$ cat config.mk
export PLATFORM = sky130hd
export DESIGN_NAME = nsl_dist_unit
export DESIGN_NICKNAME = d
export VERILOG_FILES = /design/src/rtl/nsl_pkg.sv /design/src/rtl/nsl_dist_unit.sv
export SDC_FILE = /design/constraint.sdc
export NUM_CORES = 1
export LEC_CHECK = 0
export ABC_AREA = 0
export BUFFER_PORTS_ARGS = -buffer_cell sky130_fd_sc_hd__buf_4
export CAP_MARGIN = 20
export CELL_PAD_IN_SITES_DETAIL_PLACEMENT = 1
export CELL_PAD_IN_SITES_GLOBAL_PLACEMENT = 1
export CORE_MARGIN = 2
export CORE_UTILIZATION = 30
export CTS_CLUSTER_SIZE = 20
export DETAILED_ROUTE_END_ITERATION = 10
export HOLD_SLACK_MARGIN = 0.06
export PLACE_DENSITY_LB_ADDON = 0.1
export SLEW_MARGIN = 20
export SYNTH_ARGS = -nofsm -noshare
export SYNTH_HDL_FRONTEND = slang
export SYNTH_SLANG_ARGS = --single-unit
$ cat constraint.sdc
create_clock -name i_clk -period 5.9 [get_ports i_clk]
set_input_delay 0.295 -clock i_clk [delete_from_list [all_inputs] [get_ports i_clk]]
set_output_delay 0.295 -clock i_clk [all_outputs]
set_load 0.005 [all_outputs]
$ cat src/rtl/nsl_pkg.sv
// nsl_pkg: shared constants, types and helpers for the nearest-seed labeler.
// No dependencies; used by every module under rtl/.
`default_nettype none

package nsl_pkg;

    localparam int MAX_SEEDS  = 256;
    localparam int COORD_BITS = 12;

    // Port widths fixed by the interface
    localparam int IN_CRD_W  = 12;
    localparam int IN_SLOT_W = 8;
    localparam int CFG_W     = 9;
    localparam int OUT_IDX_W = 8;
    localparam int OUT_DST_W = 25;

    // Derived widths
    localparam int IDX_W   = (MAX_SEEDS > 1) ? $clog2(MAX_SEEDS) : 1;
    localparam int CNT_W   = $clog2(MAX_SEEDS + 1);
    localparam int ENTRY_W = 2 * COORD_BITS;
    localparam int DIST_W  = 2 * COORD_BITS + 1;
    localparam int CMP_W   = (DIST_W > OUT_DST_W) ? DIST_W : OUT_DST_W;

    localparam logic [CMP_W-1:0] DIST_SAT = CMP_W'((64'd1 << OUT_DST_W) - 64'd1);

    // func codes
    localparam logic FUNC_LOAD  = 1'b0;
    localparam logic FUNC_QUERY = 1'b1;

    typedef logic [COORD_BITS-1:0] t_coord;
    typedef logic [DIST_W-1:0]     t_dist;

    // Tag that travels alongside a seed through the distance pipeline
    typedef struct packed {
        logic             valid;
        logic             last;
        logic [IDX_W-1:0] idx;
    } t_tag;

    // Clamp a full-width distance to the output field
    function automatic logic [OUT_DST_W-1:0] sat_dist(input t_dist d);
        logic [CMP_W-1:0] w;
        w = CMP_W'(d);
        if (w > DIST_SAT) begin
            return '1;
        end
        return OUT_DST_W'(w);
    endfunction

endpackage

`default_nettype wire

$ cat src/rtl/nsl_dist_unit.sv
// nsl_dist_unit: two-stage squared-distance pipeline (abs diff, then square+sum).
// Depends on nsl_pkg for coordinate widths and the t_tag struct.
`default_nettype none

module nsl_dist_unit (
    input  wire logic                        i_clk,
    input  wire logic                        i_rst_n,
    input  wire nsl_pkg::t_tag               i_tag,
    input  wire logic [nsl_pkg::ENTRY_W-1:0] i_entry,
    input  wire nsl_pkg::t_coord             i_qx,
    input  wire nsl_pkg::t_coord             i_qy,
    output nsl_pkg::t_tag                    o_tag,
    output nsl_pkg::t_dist                   o_dist
);

    localparam int CB = nsl_pkg::COORD_BITS;

    nsl_pkg::t_coord sx, sy, n_dx, n_dy;
    nsl_pkg::t_coord r_dx, r_dy;
    nsl_pkg::t_tag   r_tag_a, r_tag_b;
    logic [2*CB-1:0] sq_x, sq_y;
    nsl_pkg::t_dist  r_dist;

    assign sx   = i_entry[CB-1:0];
    assign sy   = i_entry[2*CB-1:CB];
    assign n_dx = (sx >= i_qx) ? (sx - i_qx) : (i_qx - sx);
    assign n_dy = (sy >= i_qy) ? (sy - i_qy) : (i_qy - sy);

    assign sq_x = r_dx * r_dx;
    assign sq_y = r_dy * r_dy;

    always_ff @(posedge i_clk) begin
        if (!i_rst_n) begin
            r_tag_a.valid <= 1'b0;
            r_tag_b.valid <= 1'b0;
        end else begin
            r_tag_a.valid <= i_tag.valid;
            r_tag_b.valid <= r_tag_a.valid;
        end
        r_tag_a.last <= i_tag.last;
        r_tag_a.idx  <= i_tag.idx;
        r_tag_b.last <= r_tag_a.last;
        r_tag_b.idx  <= r_tag_a.idx;
        r_dx   <= n_dx;
        r_dy   <= n_dy;
        r_dist <= nsl_pkg::DIST_W'(sq_x) + nsl_pkg::DIST_W'(sq_y);
    end

    assign o_tag  = r_tag_b;
    assign o_dist = r_dist;

endmodule

`default_nettype wire

==> results by group, run 1 <==
Place
  – Port buffer count: 94
  – RePlAce Congestion: 0.818
  – Placement Setup Slack: -0.590 ns
  – Placed Cells: 2,011
  – DP HPWL: 27,900 um

Synth
  – Syn Nets: 1,725
  – Yosys Warn Count: 0
  – Mean Syn Cell Area: 9.04 sq um
  – Post-Synth Adder-Cell Area: 50.6%
  – FFs w/ async S/R, synth: 0%
  – Seq/Total Area, Yosys: 11.7%
  – Largest family of logic cells by synthesized area: adder cells
  – Xor/xnor share of the synthesized area: 2.59%
  – Synth Area in Simple Gates: 12.6%
  – Synth cell types: 58
  – Complex-gate fraction of the synthesized area: 9.67%
  – Primary FF master, synth: dfxtp_1
  – EDFF count, synth: 0
  – Post-synthesis mux area share: 0.930%
  – Synthesized cell area: 11,800 sq um
  – Post-synthesis cell count: 1,309
  – #FFs+latches synth: 69

Clock network
  – Clock Tree Root: clkbuf_16
  – Num Clock Sinks: 69
  – CTS tree: done
  – H-tree levels: 3
  – CTS buffer count: 9
  – Clock slew at reported path FFs: 0.07 ns
  – Worst-Skew Late Latency: 0.37 ns
  – Longest Clk Path Bufs: 2

Hold path
  – Hold crit path type: in -> reg

Detailed routing
  – Initial detailed-routing violation count: 235
  – Antenna-violating nets left: 0
  – TritonRoute pass-1 iters: 4
  – WL final: 32,600 um
  – DRC viols: 0
  – Drt via density: 4.45
  – WL per Instance: 15.8 um
  – Via count: 9,170

Die
  – Number of cell rows: 72
  – Die Y: 203 um
  – Core Area: 38,800 sq um
  – Full die area: 41,100 sq um
  – Initial Util: 30.5%
  – IO Count: 95
  – DIE WIDTH: 203 um

Setup path
  – Worst setup path category: reg -> reg
  – Worst setup EP type: flop
  – Slowest Stage Delay on Critical Path: 0.54 ns
  – Worst path depth: 22
  – Worst R2R Path Depth: 22
  – Crit path to: o_dist[22]
  – CP Data Required Time: 6.12 ns
  – Critical path's top delay family: adder cells
  – Reg2reg start: r_dx[8]
  – End of the worst register-to-register path: o_dist[22]
  – Critical Path Fanout Max: 6
  – Most used cell, CP: fa_1
  – Worst Setup SP: r_dx[8]
  – Reg2Reg Setup Slack: 0.07 ns
  – Arr. time, crit path: 6.05 ns
  – Worst path bufs/invs: 6
  – Max stage delay cell, worst path: fa_1
  – Cell Chain, Critical Path: buf_4, and2_1, ha_1, xor2_1, fa_2, fa_2, fa_1, inv_1, fa_1, fa_1, inv_1, fa_1, inv_1, ha_1, buf_4, a21oi_1, o21ai_2, a221oi_2, o21ai_2, buf_6, nand4_1, o311ai_2
  – Startpoint types: flop

STA
  – Min setup slack post-route: 0.0713 ns
  – Fin. Hold Viols: 0
  – Min cycle time layout: 5.83 ns
  – Final period util: 98.8%
  – Worst slew pin tran: 0.797 ns
  – Fmax: 0.172 GHz
  – Final setup fails: 0
  – Slew margin rel.: 46.5%
  – Clk_skew: 0.0115 ns
  – RSZ-0062 raised after global routing: true
  – Final slew viol count: 0

GRT
  – Largest net degree at the start of global routing: 21
  – Vias in the first global route: 10,300
  – Initial antenna violation count: 0
  – Gr ovfl total: 0
  – First-pass GRT wire length: 54,400 um
  – GRT Overall Usage: 16.7%

Finish
  – Synth-to-layout area growth: 29.6%
  – Final Non-Filler Cells: 2,061
  – Share of layout cells above drive strength 1: 27.0%
  – Number of diodes: 0
  – Fin util: 39.5%
  – Nets: 1,954

Job
  – Maxcap violations: 0

Status
  – Status: finished clean
[area by class of cell]
cell class	count	area, sq um
repair buffers	267	2170
multi-input cells	864	9540
inverters	327	1230
clock buffers	9	225
well taps	518	648
fillers	4470	23500
flip-flops and latches	69	1460
clock inverters	7	70.1
[what timing repair did]
| action | 4_1_cts | 5_1_grt |
|---|---|---|
| cloned | 0 | 1 |
| pin swaps | 51 | 34 |
| hold endpoints to repair | 9 | 0 |
| endpoints found under the setup margin | 14 | 13 |
| gates resized for setup | 110 | 72 |
| hold buffers | 9 | 0 |
| buffers inserted | 16 | 10 |
[worst register-to-register path, delay by kind of cell (launching register included)]
| family | cells | cell delay [ns] |
|---|---|---|
| adders and majority gates | 8 | 3.40 |
| AOI/OAI and AO/OA | 5 | 0.77 |
| buffers and inverters | 6 | 0.63 |
| DFF | 1 | 0.38 |
| and+or+nand+nor | 2 | 0.29 |
| xor gates and xnor gates | 1 | 0.22 |
[per-stage QoR]
step                      setup TNS [ns]  hold WS [ns]  instance area [sq um]
final                                  0         0.136                  15300
after global routing              -0.881         0.120                  15300
after CTS                        -0.0341         0.122                  15000
after detailed placement           -4.20         0.313                  14100
after global placement             -3.91         0.310                  14100
after floorplan                        0         0.310                  11900
[routing by layer]
layer	up-vias	share of wire, %	track usage (%)
met3	19	2.3	1.59
met4	0	0.91	3.10
met5	-	0	0
li1	4515	-	-
met1	4546	49	23.4
met2	90	48	28.1
[cell families after synthesis]
logic type	count (synthesis)
multiplexers	11
buffers and inverters	376
AND/OR/NAND/NOR	293
XOR/XNOR	35
adder cells (fa/ha/maj)	356
flip-flops	69
AO/OA/AOI/OAI	169
[cells in the final DEF (no fill, tap or decap), drive strengths merged, types with 5 or more instances in the layout]
cell type and instances:
inv 333, buf 257, fa 204, ha 152, nand2 94, and2 71
dfxtp 69, a21oi 37, nor2 31, nor3 30, a21o 28, o21ai 28
xor2 20, xnor2 15, o21a 14, nand3 12, mux2i 11, clkbuf 10
nand2b 10, nor2b 9, dlygate4sd3 9, nand4 8, and3 7, a211oi 7
a31oi 6, a22oi 5, a21boi 5
[state kept, by name, indices dropped and copies added (netlist names)]
name,cells
o_dist,25
o_tag,10
r_dx,12
r_dy,12
r_tag_a,10
[cell usage after synthesis (5+ instances only)]
library cell | count | area, sq um
nand2b_1 | 10 | 62.6
dfxtp_1 | 69 | 1380
o21ai_0 | 25 | 125
a21oi_1 | 37 | 185
a21o_1 | 28 | 210
a211oi_1 | 7 | 52.6
nand4_1 | 8 | 50.1
nand3_1 | 12 | 60.1
nand2_1 | 94 | 353
and2_1 | 71 | 444
nor3_1 | 30 | 150
xnor2_1 | 15 | 131
mux2i_1 | 11 | 110
a31oi_1 | 6 | 37.5
and3_1 | 7 | 43.8
clkbuf_1 | 48 | 180
inv_1 | 327 | 1230
fa_1 | 204 | 4080
nor2b_1 | 9 | 56.3
nor2_1 | 31 | 116
xor2_1 | 20 | 175
a22oi_1 | 5 | 37.5
o21a_1 | 13 | 97.6
ha_1 | 152 | 1900
[how the worst min path moves through the flow]
| stage | startpoint | endpoint | cells after the start | slack [ns] |
|---|---|---|---|---|
| floorplan | r_tag_a[0] | o_tag[0] | 0 | 0.31 |
| global placement | r_tag_a[7] | o_tag[7] | 0 | 0.31 |
| detailed placement | r_tag_a[3] | o_tag[3] | 0 | 0.31 |
| CTS | i_tag[9] | r_tag_a[9] | 2 | 0.12 |
| global route | i_tag[9] | r_tag_a[9] | 2 | 0.12 |
| finish | i_tag[9] | r_tag_a[9] | 2 | 0.14 |
Power of run 1 is left out: the tool's default activity adds up to more than one toggle a clock period on the data nets, which glitch-free logic cannot reach.
==> run 2: changes to the inputs <==
- CAP_MARGIN: 20 -> not set
- MAX_ROUTING_LAYER: not set -> met4
==> results by group, run 2 (synthesis gave the netlist of run 1 again) <==
STA
  – Fin. Hold Viols: 0 (unchanged)
  – Final setup fails: 0 (unchanged)
  – Hold WS: 0.136 ns (about the same)
  – Final slew viol count: 0 (unchanged)
  – Fmax: 0.171 GHz (was 0.172 GHz)
  – Worst slew pin tran: 0.782 ns (was 0.797 ns)
  – Slew margin rel.: 47.5% (was 46.5%)
  – Final period util: 99.1% (was 98.8%)
  – Clk_skew: 0.0116 ns (was 0.0115 ns)
  – Min cycle time layout: 5.85 ns (was 5.83 ns)
  – Setup TNS: 0 ns (unchanged)
  – RSZ-0062 raised after global routing: true (unchanged)

Setup path
  – Worst setup EP type: flop (unchanged)
  – Worst Setup SP: r_dy[7] (was r_dx[8])
  – Max stage delay cell, worst path: fa_1 (unchanged)
  – Critical Path Fanout Max: 5 (was 6)
  – Reg2reg start: r_dy[7] (was r_dx[8])
  – CP Data Required Time: 6.14 ns (was 6.12 ns)
  – Worst path bufs/invs: 5 (was 6)
  – Startpoint types: flop (unchanged)
  – Worst setup path category: reg -> reg (unchanged)
  – Most used cell, CP: fa_1 (unchanged)
  – Critical path's top delay family: adder cells (unchanged)
  – Cell Chain, Critical Path: buf_12, and2_4, fa_1, ha_4, fa_1, inv_2, fa_1, inv_2, fa_2, fa_1, inv_2, fa_1, inv_2, ha_4, and2_4, a221oi_4, a21oi_4, o31ai_4, a21boi_1, or3b_1 (was buf_4, and2_1, ha_1, xor2_1, fa_2, fa_2, fa_1, inv_1, fa_1, fa_1, inv_1, fa_1, inv_1, ha_1, buf_4, a21oi_1, o21ai_2, a221oi_2, o21ai_2, buf_6, nand4_1, o311ai_2)
  – Slowest Stage Delay on Critical Path: 0.56 ns (was 0.54 ns)
  – Arr. time, crit path: 6.09 ns (was 6.05 ns)

Clock network
  – H-tree levels: 3 (unchanged)
  – Clock Tree Root: clkbuf_16 (unchanged)
  – Worst-Skew Late Latency: 0.37 ns (about the same)
  – Clock slew at reported path FFs: 0.07 ns (about the same)
  – CTS buffer count: 9 (unchanged)
  – Longest Clk Path Bufs: 2 (unchanged)
  – CTS tree: done (unchanged)
  – Num Clock Sinks: 69 (unchanged)

Die
  – Initial Util: 30.5% (unchanged)
  – DIE WIDTH: 203 um (unchanged)
  – Full die area: 41,100 sq um (unchanged)
  – IO Count: 95 (unchanged)
  – Core Area: 38,800 sq um (unchanged)
  – Die Y: 203 um (unchanged)
  – Number of cell rows: 72 (unchanged)

Detailed routing
  – DRC viols: 0 (unchanged)
  – Metal3 WL: 577 um (was 738 um)
  – Antenna-violating nets left: 0 (unchanged)
  – WL per Instance: 15.7 um (was 15.8 um)
  – Initial detailed-routing violation count: 207 (was 235)
  – TritonRoute pass-1 iters: 4 (unchanged)
  – Via count: 9,167 (was 9,170)
  – Met2 routed WL: 15,300 um (was 15,500 um)
  – Drt via density: 4.45 (about the same)
  – Routed length on met1: 16,100 um (was 16,000 um)
  – DR top layer: met4 (unchanged)
  – WL final: 32,300 um (was 32,600 um)

GRT
  – Gr ovfl total: 0 (unchanged)
  – Largest net degree at the start of global routing: 21 (unchanged)
  – Initial antenna violation count: 0 (unchanged)
  – Vias in the first global route: 10,300 (about the same)
  – First-pass GRT wire length: 54,400 um (about the same)
  – GRT Overall Usage: 17.2% (was 16.7%)

Finish
  – Most frequent cells in the layout: inv_1, buf_4, fa_1 (unchanged)
  – Number of flip-flops under the largest register name: 25 (unchanged)
  – Nets: 1,953 (was 1,954)
  – Register area: 1450 sq um (was 1460 sq um)
  – Multi-input gate area in the final layout: 9460 sq um (was 9540 sq um)
  – Synth-to-layout area growth: 28.5% (was 29.6%)
  – Commonest non-fill, non-tap cell in the layout: inv_1 (unchanged)
  – Number of diodes: 0 (unchanged)
  – Share of layout cells above drive strength 1: 25.6% (was 27.0%)
  – Fillers: 4,481 (was 4,470)

Hold path
  – Hold crit path type: in -> reg (unchanged)
  – Min-delay src: i_tag[9] (unchanged)

Place
  – DP HPWL: 27,900 um (unchanged)
  – RePlAce Congestion: 0.831 (was 0.818)
  – Port buffer count: 94 (unchanged)

Status
  – Status: finished clean (unchanged)

Job
  – Maxcap violations: 0 (unchanged)
run 2: changes by cell type in the layout (fill, tap and decap cells not counted), moves of 3 or more:
| cell | delta |
|---|---|
| fa_2 | -6 |
| inv_2 | -4 |
| inv_1 | +4 |
| nand2_2 | -3 |
| ha_1 | +3 |
| and2_4 | -3 |
| ha_4 | -3 |
| and2_1 | +3 |
| fa_1 | +6 |
run 2: path summary, 6_finish.rpt:
check	endpoint	slack, ns	cells after the start
hold reg to reg	o_tag[8]	0.33	0
setup reg to reg	o_dist[21]	0.05	20
hold / removal	r_tag_a[9]	0.14	2
setup / recovery	o_dist[21]	0.05	20
run 2: stage by stage:
stage,util [%],setup WS (ns),std cells,area [sq um]
after global placement,36.4,-0.617,2011,14100
after floorplan,-,0.00137,1309,11900
after global routing,39.2,-0.150,2060,15200
after detailed placement,36.4,-0.590,2011,14100
after CTS,38.6,-0.0273,2051,15000
final,39.2,0.0541,2060,15200
run 2: routing by layer:
layer,global-route usage [%],vias to the layer above
li1,-,4512
met1,23.5,4559
met2,28.1,74
met3,1.52,22
met4,3.10,0
met5,-,-
run 2: cell type report:
| cell class | instances | share of cell area (%) |
|---|---|---|
| inverters | 327 | 8.07 |
| flip-flops and latches | 69 | 9.56 |
| clock buffers | 9 | 1.48 |
| multi-input cells | 864 | 62.2 |
| clock inverters | 7 | 0.461 |
| well taps | 518 | 4.26 |
| repair buffers | 266 | 14.0 |
run 2: what timing repair did:
| item | in CTS | in global routing |
|---|---|---|
| pin swaps | 51 | 25 |
| setup buffers | 16 | 9 |
| hold buffers | 9 | 0 |
| resized for setup | 110 | 48 |
| setup endpoints to repair | 14 | 13 |
| endpoints found under the hold margin | 9 | 0 |
Power of run 2 is left out for the same reason.
